--- config.mk ---
export PLATFORM = sky130hd
export DESIGN_NAME = wfba_queue
export DESIGN_NICKNAME = d
export VERILOG_FILES = /design/src/hdl/wfba_pkg.sv /design/src/hdl/wfba_queue.sv
export SDC_FILE = /design/constraint.sdc
export NUM_CORES = 1
export LEC_CHECK = 0
export CAP_MARGIN = 20
export CORE_UTILIZATION = 45
export CTS_CLUSTER_DIAMETER = 60
export DETAILED_ROUTE_END_ITERATION = 8
export DONT_BUFFER_PORTS = 1
export PLACE_DENSITY = 0.65
export SETUP_SLACK_MARGIN = 0.02
export SLEW_MARGIN = 10
export SYNTH_ARGS = -nofsm -noshare
export SYNTH_HDL_FRONTEND = slang
export SYNTH_SLANG_ARGS = --single-unit
--- constraint.sdc ---
create_clock -name clk -period 2.5 [get_ports clk]
set_input_delay 0.25 -clock clk [delete_from_list [all_inputs] [get_ports clk]]
set_output_delay 0.25 -clock clk [all_outputs]
set_load 0.05 [all_outputs]
--- src/hdl/wfba_pkg.sv ---
// Shared constants, command type and field conversion helpers for the worst-fit allocator.
package wfba_pkg;

  localparam int NUM_BLOCKS = 32;
  localparam int SIZE_BITS  = 16;

  localparam int IDX_W = (NUM_BLOCKS > 1) ? $clog2(NUM_BLOCKS) : 1;
  localparam int CNT_W = $clog2(NUM_BLOCKS + 1);

  // Port field widths
  localparam int FLD_ACT_W  = 2;
  localparam int FLD_SIZE_W = 16;
  localparam int FLD_STAT_W = 2;
  localparam int FLD_IDX_W  = 5;

  // Command queue between the front and the back end
  localparam int QDEPTH = 2;
  localparam int QPTR_W = (QDEPTH > 1) ? $clog2(QDEPTH) : 1;
  localparam int QCNT_W = $clog2(QDEPTH + 1);

  // Action codes
  localparam logic [FLD_ACT_W-1:0] ACT_LOAD  = 2'd0;
  localparam logic [FLD_ACT_W-1:0] ACT_ALLOC = 2'd1;
  localparam logic [FLD_ACT_W-1:0] ACT_CLEAR = 2'd2;
  localparam logic [FLD_ACT_W-1:0] ACT_RSVD  = 2'd3;

  // Status codes
  localparam logic [FLD_STAT_W-1:0] STAT_LOADED = 2'd0;
  localparam logic [FLD_STAT_W-1:0] STAT_ALLOC  = 2'd1;
  localparam logic [FLD_STAT_W-1:0] STAT_MISS   = 2'd2;
  localparam logic [FLD_STAT_W-1:0] STAT_NONE   = 2'd3;

  // Command kinds, decided by the front end
  localparam logic [1:0] CMD_LOAD  = 2'd0;
  localparam logic [1:0] CMD_ALLOC = 2'd1;
  localparam logic [1:0] CMD_MISS  = 2'd2;
  localparam logic [1:0] CMD_NONE  = 2'd3;

  typedef struct packed {
    logic [1:0]           kind;
    logic [IDX_W-1:0]     idx;
    logic [CNT_W-1:0]     count;
    logic [SIZE_BITS-1:0] size;
  } cmd_t;

  function automatic logic [SIZE_BITS-1:0] fld_to_size(input logic [FLD_SIZE_W-1:0] f);
    logic [63:0] t;
    t = 64'(f);
    return t[SIZE_BITS-1:0];
  endfunction

  function automatic logic [FLD_SIZE_W-1:0] size_to_fld(input logic [SIZE_BITS-1:0] s);
    logic [63:0] t;
    t = 64'(s);
    return t[FLD_SIZE_W-1:0];
  endfunction

  function automatic logic [FLD_IDX_W-1:0] idx_to_fld(input logic [IDX_W-1:0] i);
    logic [31:0] t;
    t = 32'(i);
    return t[FLD_IDX_W-1:0];
  endfunction

endpackage

--- src/hdl/wfba_queue.sv ---
// Short command queue between the front end and the back end.
module wfba_queue import wfba_pkg::*; (
  input  logic clk,
  input  logic rst,
  input  logic push,
  input  cmd_t din,
  output logic full,
  input  logic pop,
  output logic vld,
  output cmd_t dout
);

  cmd_t              ent [QDEPTH];
  logic [QPTR_W-1:0] wr_ptr;
  logic [QPTR_W-1:0] rd_ptr;
  logic [QCNT_W-1:0] fill;

  function automatic logic [QPTR_W-1:0] next_ptr(input logic [QPTR_W-1:0] p);
    return (p == QPTR_W'(QDEPTH - 1)) ? '0 : p + QPTR_W'(1);
  endfunction

  assign full = (fill == QCNT_W'(QDEPTH));
  assign vld  = (fill != '0);
  assign dout = ent[rd_ptr];

  always_ff @(posedge clk) begin
    if (rst) begin
      wr_ptr <= '0;
      rd_ptr <= '0;
      fill   <= '0;
    end else begin
      if (push) wr_ptr <= next_ptr(wr_ptr);
      if (pop)  rd_ptr <= next_ptr(rd_ptr);
      if (push && !pop) begin
        fill <= fill + QCNT_W'(1);
      end else if (pop && !push) begin
        fill <= fill - QCNT_W'(1);
      end
    end
  end

  always_ff @(posedge clk) begin
    if (push) ent[wr_ptr] <= din;
  end

endmodule

==> results of run 1 <==
## worst reg2reg max path, cell delays in order, from the launching register on
cell	delay, ns
dfxtp_1	0.37
and2_1	0.16
buf_4	0.25
## cell usage in the layout, fill, tap and decap left out, types with 2 or more instances in the layout
master	synthesis	final
clkinv_1	0	3
mux2_2	29	29
edfxtp_1	58	58
xor2_1	2	2
xnor2_1	2	2
nor2_1	4	4
clkbuf_8	0	9
clkinv_2	0	2
dfxtp_1	5	5
buf_4	1	5
dlygate4sd3_1	0	30
## where the power goes
group	switching [mW]	total (mW)	internal, mW
clock network	0.344	0.790	0.446
logic	0.294	0.406	0.112
registers	0.0254	1.25	1.23
## per-layer routing
| layer | wire, um | track usage (%) |
|---|---|---|
| met3 | 221 | 6.72 |
| met5 | 0 | 0 |
| met4 | 105 | 9.62 |
| met1 | 1430 | 14.7 |
| met2 | 1930 | 24.7 |
## synth_stat cells, drive strengths merged, types with 2 or more instances
master	n
buf	3
dfxtp	5
edfxtp	58
mux2	29
nor2	4
xnor2	2
xor2	2
## cell type report
cell class / instances / area, sq um
inverter: 1 / 3.75
clock inverter: 6 / 51.3
clock buffer: 10 / 128
sequential: 63 / 1840
fill: 384 / 1940
timing repair buffer: 35 / 338
tap: 67 / 83.8
multi-input combinational: 45 / 435
## cell families after synthesis
logic type	Yosys count
xor gates and xnor gates	4
muxes	29
and+or+nand+nor	9
adders and majority gates	1
DFF	63
buffers and inverters	4
AOI/OAI and AO/OA	2
## sequential cells by signal (all words and copies together), names as in the netlist, named ones only
| register | cells |
|---|---|
| ent | 58 |
| fill | 2 |
| rd_ptr | 1 |
| wr_ptr | 1 |
## worst max path at each step
stage,slack [ns],start,end
after floorplan,0.45,wr_ptr$_SDFFE_PP0P_,ent[0][0]$_DFFE_PP_
after global placement,0.85,flop,dout[23]
after detailed placement,0.79,flop,dout[23]
after CTS,0.42,flop,dout[23]
after global routing,0.33,flop,dout[2]
final,0.45,flop,dout[2]
==> out/metrics.yaml, run 1 <==
area_growth_pct: 25.2
grt_pass1_vias: 1160
syn_inst: 112
final-hold-violation-count: 0
syn_area_per_cell_sq_um: 20.6
syn-cell-area_sq_um: 2300
cts_sinks: 63
post_cts_buffers: 0
r2r-end: "ent[1][4]$_DFFE_PP_"
path_buf_inv: 1
rows: 25
placed_area_sq_um: 2400
design_area_sq_um: 2880
gp_congestion: 0.604
leakage_nw: 0.994
dp_slack_ns: 0.789
muxShareOfSynthArea_pct: 14.2
utilization_pct: 59.8
synthSimpleGateAreaFrac_pct: 2.12
powerDensity_nw_per_um2: 849
yosysUniqueCellTypes: 18
cts_buffers: 9
die_h_um: 73.5
antenna_found_initial: 0
dieArea_sq_um: 5410
hp-start: "push"
crit_slowest_cell: "dfxtp_1"
antenna_cells: 0
r2r_slack_ns: 1.40
ys_ff_latch: 63
path_delay_family: "flip-flops"
setup_ws_ns: 0.451
worstReg2RegStart: "wr_ptr$_SDFFE_PP0P_"
yosysWarnings: 0
critPathMaxStageDelay_ns: 0.59
hpwlAfterDp_um: 2280
path_cells: "buf_4 -> mux2_2"
tns_ns: 0
worstMarginPinSlew_ns: 0.438
synthAdderAreaFrac_pct: 0.543
cts_resized: 0
drc_errors: 0
coreArea_sq_um: 4820
syn-num-nets: 146
period_minus_slack_ns: 2.05
setup.worst_path.class: "reg -> out"
grt_max_degree: 21
period_share_pct: 81.9
setup_viol: 0
ant_nets: 0
min_path_type: "in -> reg"
htreeDepth: 3
io_buffers: 0
grt_overflow: 0
fp.dieW_um: 73.5
synth_xor_area_share_pct: 1.52
dr.first_iter.drc_count: 36
initial_core_util_pct: 47.8
ys_seq_area_share_pct: 80.0
finalNetCount: 189
status: "finished clean"
cts_tree: "done"
ctsHoldBuffers: 30
async_reset_ff_share_pct: 0
synth_top_area_share_pct: 75.7
cp_max_fo: 20
relSlewSlack_pct: 70.8
end_kind: "output port"
fin_worst_skew_ns: 0.00531
layout.cells.non_filler: 227
cp.required_ns: 2.25
cp.depth: 2
finalPower_mw: 2.45
cap_viol_max_count: 0
drtPass1Iterations: 4
io_pins: 64
synth_area_leaders: "edfxtp_1 76%, mux2_2 14%, dfxtp_1 4.3%"
path_clk_slew_ns: 0.06
grt_util_all_layers_pct: 14.7
synth_edf_count: 58
vias: 1099
avgRoutedWirePerCell_um: 16.2
grt_pass1_wl_um: 5330
cts_buffer_depth: 2
reg2reg_depth: 2
slew_viol_final: 0
hold_path_depth: 2
synth_top_family_by_area: "multiplexers"
cts-root-buf: "clkbuf_8"
hold_slack_ns: 0.0647
synth-compound-area-share_pct: 0.435
rsz0062_at_grt: "no"
drive_gt1_share_pct: 30.6
vias_per_cell: 4.84
dp_cells: 181
vdd_drop_max_mv: 0.443
wirelength_um: 3690
clk-insertion-delay-late_ns: 0.33
cp-start-kind: "flop"
ys.flop_type: "edfxtp_1"
yosysTopAreaCell: "edfxtp_1"
worstPathArrival_ns: 1.80
fmax_mhz: 488
min_to: "wr_ptr$_SDFFE_PP0P_"
(Power assumes the default switching activity.)
==> run 2, diff against run 1 <==
- clock period: 2.5 -> 2 ns (I/O delays scaled with it)
==> run 2 against run 1 <==
Compared with the run above:
- final area is 0.17% higher
- wire length increased by 1.5%
- first-iteration DRC count is 75% higher
- die area is the same
- sequential share of layout area shrank 0.11 points
- critical path type unchanged
==> out/metrics.yaml, run 2 (synthesis gave the netlist of run 1 again) <==
hold_path_depth: 2  # unchanged
critPathMaxStageDelay_ns: 0.49  # -0.10 ns
worstPathArrival_ns: 1.50  # -0.30 ns
cts-root-buf: "clkbuf_8"
dp_slack_ns: 0.663  # -0.126 ns
die_h_um: 73.5  # unchanged
top_register: "ent"
grt_overflow: 0  # unchanged
rows: 25  # unchanged
dr.first_iter.drc_count: 63  # +75%
antenna_cells: 0  # unchanged
p_int_mw: 2.20  # +23%
setup_ws_ns: 0.305  # -0.147 ns
vias_per_cell: 4.87  # +0.55%
cts_tree: "done"
fin_worst_skew_ns: 0.0103  # +0.00495 ns
setup_viol: 0  # unchanged
cp-start-kind: "flop"
clk-insertion-delay-late_ns: 0.33  # about the same
finalNetCount: 189  # unchanged
cp.depth: 2  # unchanged
wirelength_um: 3740  # +1.5%
setup.worst_path.class: "reg -> out"
hpwlAfterDp_um: 2330  # +2.1%
coreArea_sq_um: 4820  # unchanged
path_cells: "buf_12 -> mux2_2"
cts_resized: 0  # unchanged
multiInputGateArea_sq_um: 435  # unchanged
initial_core_util_pct: 47.8  # unchanged
drtPass1Iterations: 3  # -1
top_regs: "ent: 58 flops, fill: 2 flops"
crit_slowest_cell: "mux2_2"
powerDensity_nw_per_um2: 1040  # +23%
gp_congestion: 0.603  # -0.12%
vias: 1105  # +0.55%
antenna_found_initial: 0  # unchanged
cp.required_ns: 1.80  # -0.45 ns
layout_commonest_cell: "edfxtp_1"
cp_max_fo: 26  # +30%
clock_power_share_pct: 31.1  # -1.2 points
relSlewSlack_pct: 81.2  # +10 points
area_growth_pct: 25.4
vdd_drop_max_mv: 0.735  # +66%
switching_share_pct: 27.2  # +0.13 points
htreeDepth: 3  # unchanged
cts_buffer_depth: 2  # unchanged
io_buffers: 0  # unchanged
fp.dieW_um: 73.5  # unchanged
period_share_pct: 84.8
grt_pass1_wl_um: 5550  # +4.1%
power_frac_comb_pct: 17.1  # +0.5 points
status: "finished clean"
slew_viol_final: 0  # unchanged
cts_sinks: 63  # unchanged
use_met2_pct: 26.5  # +1.8 points
grt_max_degree: 27  # +29%
tns_ns: 0  # unchanged
cts_buffers: 9  # unchanged
hold_slack_ns: 0.0349  # -0.0298 ns
path_delay_family: "multiplexers"
reg2reg_depth: 2  # unchanged
p_switching_mw: 0.821  # +24%
grt_pass1_vias: 1221  # +5.3%
min_path_type: "in -> reg"
fmax_mhz: 590
ant_nets: 0  # unchanged
seqCellArea_sq_um: 1840  # unchanged
io_pins: 64  # unchanged
period_minus_slack_ns: 1.70
leakage_nw: 0.993  # -0.12%
grt_util_all_layers_pct: 15.0  # +0.26 points
layout_common_cells: "58 x edfxtp_1, 30 x dlygate4sd3_1, 29 x mux2_2, 11 x clkbuf_8, 5 x dfxtp_1"
largest_reg_flops: 58  # unchanged
final-hold-violation-count: 0  # unchanged
path_clk_slew_ns: 0.07  # about the same
worstMarginPinSlew_ns: 0.283  # -0.155 ns
rsz0062_at_grt: "no"
p_seq_share_pct: 51.7  # +0.6 points
top_usage_layer: "met2"
end_kind: "output port"
path_buf_inv: 1  # unchanged
drc_errors: 0  # unchanged
use_met3_pct: 6.86  # +0.14 points
grt_util_met1_pct: 14.3  # -0.41 points
dieArea_sq_um: 5410  # unchanged
cap_viol_max_count: 0  # unchanged
fill_cells: 378  # -1.6%
drive_gt1_share_pct: 30.6  # unchanged
avgRoutedWirePerCell_um: 16.5  # +1.5%
==> run 2: worst paths after layout <==
path	from	endpoint	slack (ns)
min reg2reg	fill[1]$_SDFFE_PP0P_	fill[1]$_SDFFE_PP0P_	0.53
max reg2reg	wr_ptr$_SDFFE_PP0P_	ent[1][15]$_DFFE_PP_	0.86
max	flop	dout[8]	0.30
min	push	wr_ptr$_SDFFE_PP0P_	0.03
==> run 2: power by group through the flow <==
stage          Sequential, mW  Clock, mW  Combinational [mW]
3_5_place_dp             1.59          0               0.463
2_1_floorplan            1.58          0               0.422
6_report                 1.56      0.939               0.516
4_1_cts                  1.56      0.969               0.521
3_3_place_gp             1.58          0               0.458
5_1_grt                  1.57       1.02               0.538
==> run 2: layer usage <==
metal / wire length, um / part of all wire (%) / vias to the layer above
met2: 1980 / 53 / 45
met5: 0 / 0 / -
met4: 55 / 1.5 / 0
met3: 286 / 7.6 / 6
li1: - / - / 514
met1: 1420 / 38 / 540
==> run 2: area by class of cell <==
cell class,count,share of cell area [%]
repair buffers,35,12.1
inverters,1,0.130
flip-flops and latches,63,63.8
multi-input cells,45,15.1
clock buffers,15,5.77
clock inverters,1,0.173
well taps,67,2.90
==> run 2: per-stage QoR <==
step / util, % / instances / cell area (sq um) / total power, mW
after global placement: 50.1 / 181 / 2410 / 2.04
after detailed placement: 50.1 / 181 / 2410 / 2.05
final: 59.9 / 227 / 2890 / 3.02
after floorplan: - / 112 / 2300 / 2.00
after CTS: 59.9 / 227 / 2890 / 3.05
after global routing: 59.9 / 227 / 2890 / 3.12
==> run 2: timing repair <==
| item | 4_1_cts | 5_1_grt |
|---|---|---|
| setup endpoints to repair | 0 | 0 |
| hold buffers | 30 | 0 |
| hold endpoints to repair | 63 | 0 |
| buffers inserted | 0 | 0 |
==> run 2: worst register-to-register path, stage by stage (launching register included) <==
cell and delay, ns:
dfxtp_1 0.38, and2_1 0.16, buf_4 0.28
==> run 3, diff against run 2 <==
- clock period: 2 -> 1.7 ns (I/O delays scaled with it)
==> run 3 against run 2 <==
Compared with the run above:
- non-clock buffer count up 1
- clock skew about the same
- sequential share of layout area down 0.30 points
- first-iteration DRC count up 14%
- wire length up 0.29%
- global-route usage up 0.060 points
- final area up 0.48%
- core utilization up 0.29 points
==> out/metrics.yaml, run 3 (synthesis gave the netlist of run 1 again) <==
status: "finished clean"
cp.required_ns: 1.53  # -0.27 ns
top_usage_layer: "met2"
grt_overflow: 0  # unchanged
ant_nets: 0  # unchanged
rsz0062_at_grt: "yes"
avgRoutedWirePerCell_um: 16.5  # -0.15%
grt_pass1_vias: 1227  # +0.49%
cp-endpoint: "dout[8]"
cts_buffers: 9  # unchanged
hpwlAfterDp_um: 2330  # unchanged
grt_pass1_wl_um: 5570  # +0.38%
relSlewSlack_pct: 81.2  # about the same
htreeDepth: 3  # unchanged
setup.worst_path.class: "reg -> out"
grt_util_met1_pct: 14.3  # unchanged
powerDensity_nw_per_um2: 1230  # +17%
worstReg2RegStart: "wr_ptr$_SDFFE_PP0P_"
path_clk_slew_ns: 0.07  # about the same
dieArea_sq_um: 5410  # unchanged
layout_commonest_cell: "edfxtp_1"
fmax_mhz: 603
min_path_type: "in -> reg"
use_met3_pct: 6.86  # unchanged
grt_max_degree: 27  # unchanged
cts_sinks: 63  # unchanged
drive_gt1_share_pct: 30.4  # -0.19 points
fp.dieW_um: 73.5  # unchanged
cts_tree: "done"
top_register: "ent"
path_buf_inv: 1  # unchanged
gp_congestion: 0.603  # unchanged
initial_core_util_pct: 47.8  # unchanged
setup_viol: 0  # unchanged
io_buffers: 0  # unchanged
design_area_sq_um: 2900  # +0.48%
period_minus_slack_ns: 1.66
reg2reg_depth: 3  # +1
fill_cells: 375  # -0.79%
placed_area_sq_um: 2410  # unchanged
cp.depth: 2  # unchanged
dr.first_iter.drc_count: 72  # +14%
crit_slowest_cell: "mux2_2"
cp-start-kind: "flop"
leakage_nw: 1.00  # +0.94%
worstMarginPinSlew_ns: 0.283  # +0.000256 ns
slew_viol_final: 0  # unchanged
final-hold-violation-count: 0  # unchanged
end_kind: "output port"
cp_max_fo: 26  # unchanged
cts_buffer_depth: 2  # unchanged
path_delay_family: "multiplexers"
antenna_found_initial: 0  # unchanged
r2r-end: "wr_ptr$_SDFFE_PP0P_"
largest_reg_flops: 58  # unchanged
period_share_pct: 97.5
wirelength_um: 3750  # +0.29%
hold_slack_ns: 0.0135  # -0.0213 ns
seqCellArea_sq_um: 1840  # unchanged
vdd_drop_max_mv: 0.865  # +18%
antenna_cells: 0  # unchanged
layout_common_cells: "58 x edfxtp_1, 31 x dlygate4sd3_1, 28 x mux2_2, 11 x clkbuf_8, 5 x dfxtp_1"
coreArea_sq_um: 4820  # unchanged
cap_viol_max_count: 0  # unchanged
r2r_slack_ns: 0.47  # -0.39 ns
worstPathArrival_ns: 1.49  # about the same
multiInputGateArea_sq_um: 439  # +0.86%
area_growth_pct: 26.0
die_h_um: 73.5  # unchanged
rows: 25  # unchanged
top_regs: "ent: 58 flops, fill: 2 flops"
clk-insertion-delay-late_ns: 0.33  # about the same
vias_per_cell: 4.93  # +1.4%
grt_util_all_layers_pct: 15.1  # +0.060 points
path_cells: "buf_12 -> mux2_2"
post_cts_buffers: 0  # unchanged
io_pins: 64  # unchanged
drtPass1Iterations: 4  # +1
cts-root-buf: "clkbuf_8"
vias: 1125  # +1.8%
finalNetCount: 190  # +0.53%
drc_errors: 0  # unchanged
fin_worst_skew_ns: 0.0102  # -0.0000957 ns
use_met2_pct: 26.7  # +0.20 points
critPathMaxStageDelay_ns: 0.49  # about the same
## run 3: cell types whose count changed in the layout (fill, tap and decap cells not counted)
cell,delta
dlygate4sd3_1,+1
mux2_2,-1
mux2_4,+1
## run 3: layer usage
metal  share of wire (%)  vias to the layer above
met5                   0                        -
met4                 1.5                        0
met3                 8.6                        6
met2                  54                       52
met1                  36                      550
li1                    -                      517
## run 3: worst reg2reg max path, stage by stage (launching register included)
cell           delay, ns
dfxtp_1             0.37
xnor2_1             0.13
nor2_1              0.06
dlygate4sd3_1       0.55
## run 3: layout make-up
cell class                 instances  share of cell area [%]
sequential                        63                    63.5
tap                               67                    2.89
multi-input combinational         45                    15.1
clock inverter                     1                   0.173
clock buffer                      15                    5.74
timing repair buffer              36                    12.4
inverter                           1                   0.129
## run 3: where the power goes
part / switching, mW / internal (mW)
Clock: 0.496 / 0.609
Sequential: 0.0330 / 1.80
Combinational: 0.438 / 0.176
## run 3: timing repair
action | CTS | global route
hold buffers | 31 | 0
gates resized for setup | 0 | 1
setup endpoints to repair | 16 | 26
hold endpoints to repair | 63 | 0
## run 3: worst min path at each step
stage / cells after the start / startpoint / end / slack, ns
CTS: 2 / pop / rd_ptr$_SDFFE_PP0P_ / 0.005
finish: 2 / pop / rd_ptr$_SDFFE_PP0P_ / 0.01
global placement: 1 / rst / fill[1]$_SDFFE_PP0P_ / 0.24
detailed placement: 1 / rst / rd_ptr$_SDFFE_PP0P_ / 0.25
global route: 2 / pop / flop / 0.03
floorplan: 1 / rst / fill[1]$_SDFFE_PP0P_ / 0.24
## run 3: metrics by stage
step,std cells,utilization (%),worst slack (ns),power (mW),setup TNS [ns]
final,228,60.2,0.0418,3.55,0
after floorplan,112,-,0.191,2.35,0
after CTS,228,60.1,0.0159,3.59,0
after detailed placement,181,50.1,0.393,2.42,0
after global routing,228,60.2,-0.0150,3.68,-0.303
after global placement,181,50.1,0.414,2.40,0
